File: config.mk
export PLATFORM = sky130hd
export DESIGN_NAME = tcw_ctrl
export DESIGN_NICKNAME = d
export VERILOG_FILES = /design/src/design/tcw_pkg.sv /design/src/design/tcw_ctrl.sv
export SDC_FILE = /design/constraint.sdc
export NUM_CORES = 1
export LEC_CHECK = 0
export BUFFER_PORTS_ARGS = -buffer_cell sky130_fd_sc_hd__buf_2
export CORE_AREA = 2 2 39 41
export DETAILED_ROUTE_END_ITERATION = 8
export DIE_AREA = 0 0 41 43
export GPL_ROUTABILITY_DRIVEN = 0
export GPL_TIMING_DRIVEN = 0
export PLACE_DENSITY = 0.46
export SLEW_MARGIN = 20
export SYNTH_ARGS = -nofsm -noshare
export SYNTH_HDL_FRONTEND = slang
export SYNTH_SLANG_ARGS = --single-unit
File: constraint.sdc
create_clock -name clk -period 2 [get_ports clk]
set_clock_uncertainty 0.05 [all_clocks]
set_input_delay 0.1 -clock clk [delete_from_list [all_inputs] [get_ports clk]]
set_output_delay 0.1 -clock clk [all_outputs]
set_load 0.005 [all_outputs]
File: src/design/tcw_pkg.sv
// ----------------------------------------------------------------------------
// Text console writer package
// Item mode codes, character codes and the controller/datapath interface.
// ----------------------------------------------------------------------------
package tcw_pkg;

  localparam logic [1:0] MODE_PUT   = 2'd0;
  localparam logic [1:0] MODE_CLEAR = 2'd1;
  localparam logic [1:0] MODE_READ  = 2'd2;

  localparam logic [7:0] CH_NEWLINE = 8'h0A;
  localparam logic [7:0] CH_RETURN  = 8'h0D;
  localparam logic [7:0] CH_SPACE   = 8'h20;
  localparam logic [7:0] ATTR_RESET = 8'h0F;

  // Commands from the controller to the datapath.
  typedef struct packed {
    logic accept;    // an item is taken this cycle
    logic put;       // execute a put item
    logic clear;     // start a clear of the whole screen
    logic capture;   // capture read data
    logic sweep;     // write one blank cell of a sweep
    logic load_out;  // move the result into the output register
  } cmd_t;

  // Status from the datapath to the controller.
  typedef struct packed {
    logic put_scrolls;
    logic read_ok;
    logic sweep_last;
    logic out_free;
  } status_t;

endpackage

File: src/design/tcw_ctrl.sv
// ----------------------------------------------------------------------------
// Text console writer controller
// Sequences item execution, blanking sweeps, reads and result hand-off.
// ----------------------------------------------------------------------------
module tcw_ctrl (
  input  logic            clk,
  input  logic            rst_n,
  input  logic            in_valid,
  output logic            in_ready,
  input  logic [1:0]      in_mode,
  input  tcw_pkg::status_t st,
  output tcw_pkg::cmd_t   cmd
);

  import tcw_pkg::*;

  localparam logic [2:0] S_INIT   = 3'd0;
  localparam logic [2:0] S_IDLE   = 3'd1;
  localparam logic [2:0] S_RDWAIT = 3'd2;
  localparam logic [2:0] S_SWEEP  = 3'd3;
  localparam logic [2:0] S_DONE   = 3'd4;

  logic [2:0] state_r;
  logic [2:0] state_nxt;

  always_comb begin
    state_nxt = state_r;
    cmd       = '0;
    in_ready  = 1'b0;
    unique case (state_r)
      S_INIT: begin
        // Blanking pass over the whole store after reset.
        cmd.sweep = 1'b1;
        if (st.sweep_last) begin
          state_nxt = S_IDLE;
        end
      end
      S_IDLE: begin
        in_ready = 1'b1;
        if (in_valid) begin
          cmd.accept = 1'b1;
          unique case (in_mode)
            MODE_PUT: begin
              cmd.put   = 1'b1;
              state_nxt = st.put_scrolls ? S_SWEEP : S_DONE;
            end
            MODE_CLEAR: begin
              cmd.clear = 1'b1;
              state_nxt = S_SWEEP;
            end
            MODE_READ: begin
              state_nxt = st.read_ok ? S_RDWAIT : S_DONE;
            end
            default: begin
              state_nxt = S_DONE;
            end
          endcase
        end
      end
      S_RDWAIT: begin
        cmd.capture = 1'b1;
        state_nxt   = S_DONE;
      end
      S_SWEEP: begin
        cmd.sweep = 1'b1;
        if (st.sweep_last) begin
          state_nxt = S_DONE;
        end
      end
      S_DONE: begin
        if (st.out_free) begin
          cmd.load_out = 1'b1;
          state_nxt    = S_IDLE;
        end
      end
      default: begin
        state_nxt = S_IDLE;
      end
    endcase
  end

  always_ff @(posedge clk) begin
    if (!rst_n) begin
      state_r <= S_INIT;
    end else begin
      state_r <= state_nxt;
    end
  end

endmodule

* Word-level counts from Yosys, hierarchy flattened
Cells that the tools add are included.
** Word-level totals
- Output and inout bits :: 7
- Logic and storage cells :: 32
- Input port bits :: 9
- Register bits :: 3
** Cells by class
- Mux-type cells :: 17
- Reductions and logical operators :: 4
- Equality and inequality tests :: 10
** Operator list (count)
- $mux W3 :: 8
- $pmux W3 S5 :: 1
- $pmux W3 S3 :: 1
- $ne A2 B2 Y1 const B :: 4
- $mux W1 :: 7
- $eq A3 B2 Y1 const B :: 2
- $reduce_and A4 Y1 :: 1
- $eq A3 B1 Y1 const B :: 1
- $eq A3 B3 Y1 const B :: 1
- $logic_not A3 Y1 :: 1
- $eq A2 B1 Y1 const B :: 1
- $eq A2 B2 Y1 const B :: 1
- $logic_not A2 Y1 :: 1
- $reduce_or A2 Y1 :: 1

* Depth between registers and ports, before layout
Gate-level depths: netlist of the first run.
- Depth after elaboration :: 4
- Gate-level depth with buffers :: 5
- Gate-level depth less buffers :: 4

* Worst setup path after synthesis of the first run
OpenSTA, ideal clock, no wires.
- Path kind :: register to register
- From :: register state_r[0]
- To :: register state_r[1]
- Stages on the path, launching flop included :: 6
- Arrival :: 1213 ps
- Slack :: 650 ps
- Required time :: 1863 ps
- Clock period less this slack :: 1350 ps
- Buffers on the path :: 1
- Setup time :: 87 ps
- Path through :: dfxtp_1 buf_6 nor2b_4 nor2b_4 or3_1 o31ai_1
** On the way
- Longest elaborated chain between the ends :: 3
- Elaborated cells between the ends (all ways) :: 11
- Classes of those cells :: 8 x eq/ne; 1 x mux; 2 x reduce/logical
** RTL lines
- from (decl) :: RTL line tcw_ctrl.sv:23 : logic [2:0] state_r;
- from (signal assigned) :: RTL line tcw_ctrl.sv:86 : state_r <= state_nxt;
- $eq A3 B2 Y1, or another cell as far along :: RTL line tcw_ctrl.sv:30 : unique case (state_r)
- $ne A2 B2 Y1 (no source line)
- $reduce_and A4 Y1 (no source line)
Several ways; a longest one is shown, not always the timed one.
A chain may end at the register's enable or synchronous reset.

==> results of run 1 <==
-- layout make-up --
class / count / share of cell area (%)
plain buffers: 2 / 3.86
clock buffers: 4 / 6.23
flip-flops and latches: 3 / 14.2
multi-input cells: 29 / 51.3
inverters: 2 / 1.78
well taps: 16 / 4.75
repair buffers: 15 / 17.8
-- layout by cell type (no fill, tap or decap) --
| cell | count |
|---|---|
| dfxtp_1 | 3 |
| o31ai_1 | 1 |
| a2111oi_0 | 1 |
| nor2b_1 | 1 |
| clkbuf_4 | 3 |
| nand4bb_1 | 1 |
| xor2_1 | 1 |
| or3_1 | 1 |
| o21ai_0 | 1 |
| inv_1 | 2 |
| a311oi_1 | 1 |
| nor3b_1 | 2 |
| buf_2 | 16 |
| nor3_1 | 2 |
| and4bb_2 | 1 |
| nor2b_4 | 2 |
| nor2_1 | 4 |
| a21o_1 | 1 |
| o32ai_1 | 1 |
| nand2_1 | 3 |
| clkbuf_1 | 1 |
| buf_6 | 1 |
| and2b_2 | 1 |
| o31a_1 | 1 |
| nor4b_1 | 1 |
| nand2b_1 | 1 |
| nand2b_4 | 1 |
-- worst max-delay path by stage --
stage                      end       start  slack, ns  cells after the start
global placement    state_r[0]  state_r[0]       0.53                      5
detailed placement  state_r[0]  state_r[0]       0.56                      5
global route            cmd[3]  state_r[1]       0.34                      4
finish                  cmd[3]  state_r[1]       0.49                      4
CTS                     cmd[3]  state_r[1]       0.46                      4
floorplan           state_r[1]  state_r[0]       0.65                      5
-- power by group --
group          switching [µW]  internal, µW
clock network            33.9          74.9
logic                     115           130
registers                11.3          76.7
-- metrics by stage --
stage               setup WS, ns  utilization, %
floorplan                  0.650               -
CTS                        0.459            30.5
finish                     0.494            30.5
global route               0.338            30.5
detailed placement         0.559            28.6
global placement           0.533            28.6
-- worst register-to-register path: cells and delay by family, from the launching register on --
| kind | cells | cell delay, ns |
|---|---|---|
| flops | 1 | 0.33 |
| buf+inv | 1 | 0.14 |
| simple gates | 2 | 0.40 |
| compound gates | 2 | 0.44 |
-- per-layer routing --
metal	vias up	share of wire, %	GRT usage, %
met5	-	0	0
met4	0	0	6.00
met3	0	9.9	6.28
met2	16	44	12.8
met1	145	46	11.1
li1	171	-	-
-- cells by family after synthesis --
family / after synthesis / synth area share, %
AOI/OAI and AO/OA: 7 / 18.3
buffers and inverters: 4 / 7.92
xor gates and xnor gates: 1 / 2.92
and+or+nand+nor: 21 / 50.8
DFF: 3 / 20.0
==> run_results.csv, run 1 <==
group,metric,value,unit
logic_synthesis,synth_ff_type,"dfxtp_1",
logic_synthesis,yosysWarnings,0,
floorplanning,placementRows,14,
finish,top_regs,"state_r x3",
clocking,numCtsBuffers,3,
global_route,grt_usage,9.70,%
timing,finalSetupTns,0,ns
timing,min_period,1.51,ns
timing,finalCritPeriodShare,75.3,%
logic_synthesis,syn_avg_cell_area,8.34,µm²
global_route,grt_max_degree,11,
critical_path,slowest_stage,"nand4bb_1",
floorplanning,die_w,41,µm
timing,drv_slew,0,
timing,max_freq,0.664,GHz
timing,maxSlewHeadroom,77.6,%
critical_path,reg2reg_to,"state_r[0]",
logic_synthesis,yosysMostFrequentCell,"nor2_1",
finish,final_cell_area,422,µm²
routing,post_drt_via_cell_ratio,4.68,
power_and_ir_drop,max-vdd-ir-drop,0.000512,V
critical_path,rr_worst_depth,5,
routing,drc,0,
logic_synthesis,yosysSeqAreaShare,20.0,%
timing,rsz0062_at_grt,"false",
finish,largest_register,"state_r",
finish,final_cells,71,
clocking,insertion_delay,0.24,ns
timing,fin_hold_ws,0.0699,ns
critical_path,start_kind,"register",
logic_synthesis,ys_top_cells_by_area,"dfxtp_1, nor2b_4, nor2_1",
critical_path,path_cells,"buf_2, nand4bb_1, nor3b_1, buf_2",
critical_path,arrival,1.36,ns
placement,dpl_cell_area,395,µm²
finish,antenna_cells,0,
clocking,holdBufCountCts,0,
placement,place_hpwl,572,µm
logic_synthesis,ys_top_cells_by_count,"nor2_1, dfxtp_1, nand2_1",
run,maxCapViolCount,0,
finish,fillers,149,
routing,wl_per_cell,10.2,µm
clocking,cts_sinks,3,
logic_synthesis,synth_top_area_cell,"dfxtp_1",
finish,largest_reg_flops,3,
clocking,post-cts-setup-buffers,0,
clocking,clockBufferDepth,2,
clocking,h-tree-depth,1,
timing,hold_viol,0,
critical_path,cpPeakStageDelay,0.29,ns
clocking,cts-root-buf,"clkbuf_4",
floorplanning,pin_count,16,
critical_path,worst-path-max-fanout,8,
routing,routed_wl,725,µm
finish,multi_input_area,216,µm²
finish,regArea,60.1,µm²
power_and_ir_drop,leakage,0.000202,µW
global_route,gr-total-overflow,0,
clocking,cts_resized,0,
hold_path,holdCritPathClass,"in2reg",
routing,firstDrtPassIters,4,
logic_synthesis,syn-num-nets,45,
logic_synthesis,synth_cells,36,
floorplanning,coreArea,1380,µm²
logic_synthesis,async_flop_share,0,%
timing,tightest_slew,0.327,ns
routing,vias,332,
floorplanning,start_util,21.7,%
critical_path,cpLargestDelayFamily,"simple AND/OR/NAND/NOR gates",
global_route,antenna_found_initial,0,
status,run_status,"completed",
logic_synthesis,synth_top_area_share,20.0,%
critical_path,worst_path_most_repeated_cell,"buf_2",
critical_path,crit_required,1.85,ns
critical_path,end_kind,"output port",
global_route,grt_pass1_vias,295,
logic_synthesis,synth_seq_cells,3,
floorplanning,die-area,1760,µm²
critical_path,worst-path-buf-inv,2,
hold_path,hold_depth,3,
finish,syn_to_final_growth,40.4,%
logic_synthesis,synthDistinctLibCells,25,
critical_path,crit_type,"reg2out",
critical_path,r2r_setup_slack,0.52,ns
placement,post-place-cells,67,
clocking,clkTransAtPathRegs,0.04,ns
routing,first_iter_violations,5,
timing,setup_viol,0,
critical_path,timing.rr.start,"state_r[0]",
logic_synthesis,synth_edf_count,0,
global_route,grt_pass1_wl,1100,µm
clocking,cts_tree,"done",
hold_path,min_from,"rst_n",
power_and_ir_drop,power,441,µW
finish,drive_gt1_share,45.5,%
finish,nNetsFinal,65,
routing,antenna_left,0,
placement,numPortBuffers,15,
logic_synthesis,synthesis.area,300,µm²
floorplanning,die_h,43,µm
hold_path,holdPathEnd,"state_r[1]",
power_and_ir_drop,powerDensity,1050,nW/µm²
Note: power is estimated with default switching activity, not from simulation.
==> run 2, diff against run 1 <==
--- a/config.mk
+++ b/config.mk
@@ -11,7 +11,7 @@
 export DIE_AREA = 0 0 41 43
 export GPL_ROUTABILITY_DRIVEN = 0
 export GPL_TIMING_DRIVEN = 0
-export PLACE_DENSITY = 0.46
+export PLACE_DENSITY = 0.48
 export SLEW_MARGIN = 20
 export SYNTH_ARGS = -nofsm -noshare
 export SYNTH_HDL_FRONTEND = slang
==> constraint.sdc (replaced) <==
create_clock -name clk -period 1.3 [get_ports clk]
set_clock_uncertainty 0.05 [all_clocks]
set_input_delay 0.065 -clock clk [delete_from_list [all_inputs] [get_ports clk]]
set_output_delay 0.065 -clock clk [all_outputs]
set_load 0.005 [all_outputs]
==> run_results.csv, run 2 (synthesis gave the netlist of run 1 again) <==
group,metric,value,unit
placement,dp_slack,-0.143,ns
floorplanning,die-area,1760,µm²
hold_path,min_from,"rst_n",
finish,largest_register,"state_r",
critical_path,rr_worst_depth,5,
floorplanning,start_util,21.7,%
power_and_ir_drop,max-vdd-ir-drop,0.000599,V
timing,drv_slew,0,
hold_path,hold_depth,3,
clocking,holdBufCountCts,0,
critical_path,crit_type,"reg2reg",
placement,post-place-cells,67,
critical_path,worst_path_most_repeated_cell,"nor2b_4",
hold_path,holdCritPathClass,"in2reg",
critical_path,r2r_setup_slack,-0.11,ns
critical_path,timing.rr.start,"state_r[0]",
finish,final_cell_mix,"buf_2, buf_4, buf_6, nor2_1",
power_and_ir_drop,powerDensity,1680,nW/µm²
power_and_ir_drop,pwr-share-clk,17.3,%
finish,largest_reg_flops,3,
power_and_ir_drop,p_sw,340,µW
clocking,clockBufferDepth,2,
critical_path,worst-path-buf-inv,1,
timing,tightest_slew,0.332,ns
critical_path,cpPeakStageDelay,0.37,ns
floorplanning,placementRows,14,
finish,final_common_cell,"buf_2",
timing,finalCritPeriodShare,108,%
power_and_ir_drop,power_frac_seq,15.1,%
power_and_ir_drop,p_sw_share,35.7,%
routing,routed_wl,919,µm
floorplanning,pin_count,16,
finish,final_cell_area,568,µm²
timing,min_period,1.41,ns
routing,first_iter_violations,5,
finish,final_cells,77,
critical_path,start_kind,"register",
power_and_ir_drop,p_int,612,µW
critical_path,slowest_stage,"or3_4",
global_route,gr-total-overflow,0,
run,maxCapViolCount,0,
routing,wl_per_cell,11.9,µm
power_and_ir_drop,power,952,µW
timing,maxSlewHeadroom,77.8,%
critical_path,reg2reg_to,"state_r[0]",
floorplanning,die_w,41,µm
routing,vias,359,
clocking,cts_tree,"done",
status,run_status,"finished with violations",
timing,max_freq,0.710,GHz
finish,antenna_cells,0,
power_and_ir_drop,pwr-share-comb,67.6,%
critical_path,path_cells,"buf_6, nor2b_4, nor2b_4, or3_4, o32ai_2",
global_route,grt_max_degree,9,
routing,antenna_left,0,
floorplanning,coreArea,1380,µm²
routing,post_drt_via_cell_ratio,4.66,
power_and_ir_drop,leakage,0.000253,µW
finish,fin_util,41.0,%
critical_path,end_kind,"register",
finish,syn_to_final_growth,89.2,%
global_route,grt_usage,11.5,%
status,violations,"setup timing",
finish,fillers,142,
critical_path,worst-path-max-fanout,5,
placement,place_hpwl,558,µm
clocking,numCtsBuffers,3,
clocking,insertion_delay,0.23,ns
clocking,h-tree-depth,1,
critical_path,cpLargestDelayFamily,"simple AND/OR/NAND/NOR gates",
finish,top_regs,"state_r x3",
clocking,cts_sinks,3,
placement,numPortBuffers,15,
timing,rsz0062_at_grt,"true",
clocking,cts-root-buf,"clkbuf_4",
routing,firstDrtPassIters,4,
timing,layout_setup_ws,-0.108,ns
finish,nNetsFinal,71,
global_route,antenna_found_initial,0,
critical_path,arrival,1.49,ns
finish,drive_gt1_share,72.1,%
global_route,grt_pass1_wl,1370,µm
hold_path,holdPathEnd,"state_r[1]",
routing,drc,0,
timing,hold_viol,0,
global_route,grt_pass1_vias,343,
placement,dpl_cell_area,395,µm²
floorplanning,die_h,43,µm
timing,setup_viol,6,
clocking,clkTransAtPathRegs,0.04,ns
critical_path,crit_required,1.38,ns
## run 2: power groups by stage
stage | Sequential, µW | Combinational, µW | Clock (µW)
final | 144 | 644 | 164
after global routing | 148 | 701 | 179
after CTS | 140 | 529 | 173
after detailed placement | 136 | 378 | 0
after global placement | 137 | 382 | 0
after floorplan | 133 | 268 | 0
## run 2: how the worst max path moves through the flow
stage	startpoint	end	depth (start not counted)
after CTS	state_r[0]	state_r[1]	5
after global placement	state_r[0]	state_r[0]	5
after global routing	state_r[0]	state_r[0]	5
final	state_r[0]	state_r[0]	5
after floorplan	state_r[0]	state_r[0]	5
after detailed placement	state_r[0]	state_r[0]	5
## run 2: repair_timing
item                                    in CTS  in global routing
setup buffers                                4                  2
endpoints found under the setup margin       6                  8
pin swaps                                    3                  4
gates resized for setup                      9                 11
## run 2: cell type report
cell class	count	area (µm²)	area share, %
Sequential cell	3	62.6	11.0
Buffer	2	22.5	3.96
Timing Repair Buffer	21	130	22.9
Multi-Input combinational cell	29	297	52.2
Inverter	2	10.0	1.76
Tap cell	16	20.0	3.52
Clock buffer	4	26.3	4.63
## run 2: worst register-to-register path: stages, from the launching register on
cell,delay [ns]
dfxtp_2,0.31
buf_6,0.12
nor2b_4,0.12
nor2b_4,0.12
or3_4,0.37
o32ai_2,0.22
## run 2: stage by stage
step           TNS (ns)  hold WS (ns)
2_1_floorplan   -0.0609         0.113
3_3_place_gp     -0.345         0.287
3_5_place_dp     -0.270         0.288
4_1_cts          -0.386        0.0420
5_1_grt          -0.623        0.0556
6_report         -0.231        0.0526
## run 2: routing by layer
metal / wire length (µm) / vias to the layer above / global-route usage, %
met5: 0 / - / 0
met1: 355 / 167 / 11.5
met2: 514 / 10 / 18.8
met4: 7 / 0 / 6.00
li1: - / 180 / -
met3: 41 / 2 / 5.24
==> run 3, diff against run 2 <==
--- a/config.mk
+++ b/config.mk
@@ -11,7 +11,7 @@
 export DIE_AREA = 0 0 41 43
 export GPL_ROUTABILITY_DRIVEN = 0
 export GPL_TIMING_DRIVEN = 0
-export PLACE_DENSITY = 0.48
+export PLACE_DENSITY = 0.46
 export SLEW_MARGIN = 20
 export SYNTH_ARGS = -nofsm -noshare
 export SYNTH_HDL_FRONTEND = slang
==> constraint.sdc (replaced) <==
create_clock -name clk -period 1.5 [get_ports clk]
set_clock_uncertainty 0.05 [all_clocks]
set_input_delay 0.075 -clock clk [delete_from_list [all_inputs] [get_ports clk]]
set_output_delay 0.075 -clock clk [all_outputs]
set_load 0.005 [all_outputs]
==> run_results.csv, run 3 (synthesis gave the netlist of run 1 again) <==
group,metric,value,unit
global_route,gr-total-overflow,0,
finish,fin_util,36.1,%
finish,top_regs,"state_r x3",
timing,setup_viol,0,
power_and_ir_drop,leakage,0.000227,µW
routing,drc,0,
floorplanning,coreArea,1380,µm²
global_route,grt_usage,9.70,%
finish,multi_input_area,270,µm²
critical_path,end_kind,"register",
power_and_ir_drop,powerDensity,1490,nW/µm²
power_and_ir_drop,max-vdd-ir-drop,0.000631,V
finish,largest_register,"state_r",
routing,firstDrtPassIters,3,
critical_path,worst-path-buf-inv,1,
finish,final_common_cell,"buf_2",
timing,maxSlewHeadroom,74.8,%
finish,regArea,61.3,µm²
run,maxCapViolCount,0,
finish,final_cells,74,
clocking,cts_tree,"done",
critical_path,worst-path-max-fanout,8,
global_route,grt_pass1_vias,295,
routing,first_iter_violations,4,
timing,max_freq,0.678,GHz
timing,finalCritPeriodShare,98.4,%
critical_path,worst-path-stages,5,
clocking,holdBufCountCts,0,
critical_path,cpPeakStageDelay,0.34,ns
routing,wl_per_cell,11.6,µm
hold_path,holdCritPathClass,"in2reg",
routing,antenna_left,0,
timing,finalSetupTns,0,ns
floorplanning,die_w,41,µm
critical_path,start_kind,"register",
critical_path,cpLargestDelayFamily,"simple AND/OR/NAND/NOR gates",
critical_path,critPathLaunch,"state_r[0]",
critical_path,slowest_stage,"a2111oi_2",
routing,post_drt_via_cell_ratio,4.51,
timing,tightest_slew,0.373,ns
floorplanning,start_util,21.7,%
hold_path,min_from,"rst_n",
placement,place_hpwl,572,µm
clocking,insertion_delay,0.23,ns
critical_path,path_cells,"buf_6, and2b_2, a2111oi_2, or3_4, o32ai_2",
clocking,cts_sinks,3,
clocking,h-tree-depth,1,
critical_path,arrival,1.53,ns
routing,vias,334,
finish,final_cell_mix,"buf_2, nor2_1, nand2_1, clkbuf_4, buf_4",
finish,antenna_cells,0,
global_route,grt_pass1_wl,1100,µm
critical_path,timing.rr.start,"state_r[0]",
clocking,clkTransAtPathRegs,0.04,ns
finish,syn_to_final_growth,66.3,%
critical_path,r2r_setup_slack,0.02,ns
status,run_status,"completed",
floorplanning,placementRows,14,
finish,drive_gt1_share,60.3,%
routing,routed_wl,856,µm
global_route,grt_max_degree,11,
floorplanning,die-area,1760,µm²
critical_path,reg2reg_to,"state_r[0]",
clocking,numCtsBuffers,3,
floorplanning,pin_count,16,
finish,nNetsFinal,68,
timing,min_period,1.48,ns
timing,drv_slew,0,
critical_path,rr_worst_depth,5,
timing,hold_viol,0,
clocking,clockBufferDepth,2,
finish,largest_reg_flops,3,
placement,numPortBuffers,15,
placement,post-place-cells,67,
critical_path,crit_type,"reg2reg",
floorplanning,die_h,43,µm
hold_path,hold_depth,2,
critical_path,crit_required,1.56,ns
finish,fillers,147,
critical_path,endpoint,"state_r[0]",
global_route,antenna_found_initial,0,
clocking,cts-root-buf,"clkbuf_4",
-- run 3: changes by cell type in the layout (fill, tap and decap cells not counted), sizes merged --
cell and change:
buf -3
-- run 3: cell type report --
cell class                 count  area share, %
multi-input combinational     29           54.1
tap                           16           4.01
inverter                       2           1.50
timing repair buffer          18           19.5
sequential                     3           12.3
buffer                         2           3.26
clock buffer                   4           5.26
-- run 3: metal layers --
layer  GRT usage (%)  share of wire, %  vias up
li1                -                 -      174
met1            11.1                43      144
met2            12.8                48       14
met3            6.28               7.7        2
met4            6.00              0.93        0
met5               0                 0        -
-- run 3: stage by stage --
stage	hold slack (ns)	total power [µW]	worst slack, ns	cell area, µm²
floorplan	0.133	347	0.150	300
global placement	0.292	448	0.0332	395
detailed placement	0.280	445	0.0595	395
CTS	0.0409	597	-0.0164	422
global route	0.0923	803	-0.0526	499
finish	0.0619	744	0.0244	499
-- run 3: worst reg2reg max path, delay by kind of cell (launching register included) --
family | cells | cell delay (ns)
and+or+nand+nor | 2 | 0.44
AOI/OAI and AO/OA | 2 | 0.42
buffers and inverters | 1 | 0.12
DFF | 1 | 0.32
-- run 3: repair_timing --
action | 4_1_cts | 5_1_grt
pin swaps | 0 | 2
cloned | 0 | 0
gates resized for setup | 0 | 10
endpoints found under the setup margin | 1 | 4
buffers inserted | 0 | 3
-- run 3: worst min-delay path by stage --
| stage | to | slack (ns) |
|---|---|---|
| after global routing | state_r[2] | 0.09 |
| final | state_r[2] | 0.06 |
| after floorplan | cmd[3] | 0.13 |
| after detailed placement | state_r[1] | 0.28 |
| after CTS | state_r[1] | 0.04 |
| after global placement | state_r[1] | 0.29 |
-- run 3: report_power, final --
part	internal [µW]	leakage [µW]	switching [µW]	total, µW
clock	99.9	0.0000150	44.3	144
sequential	105	0.0000248	15.9	121
combinational	270	0.000187	209	479
total	475	0.000227	269	744
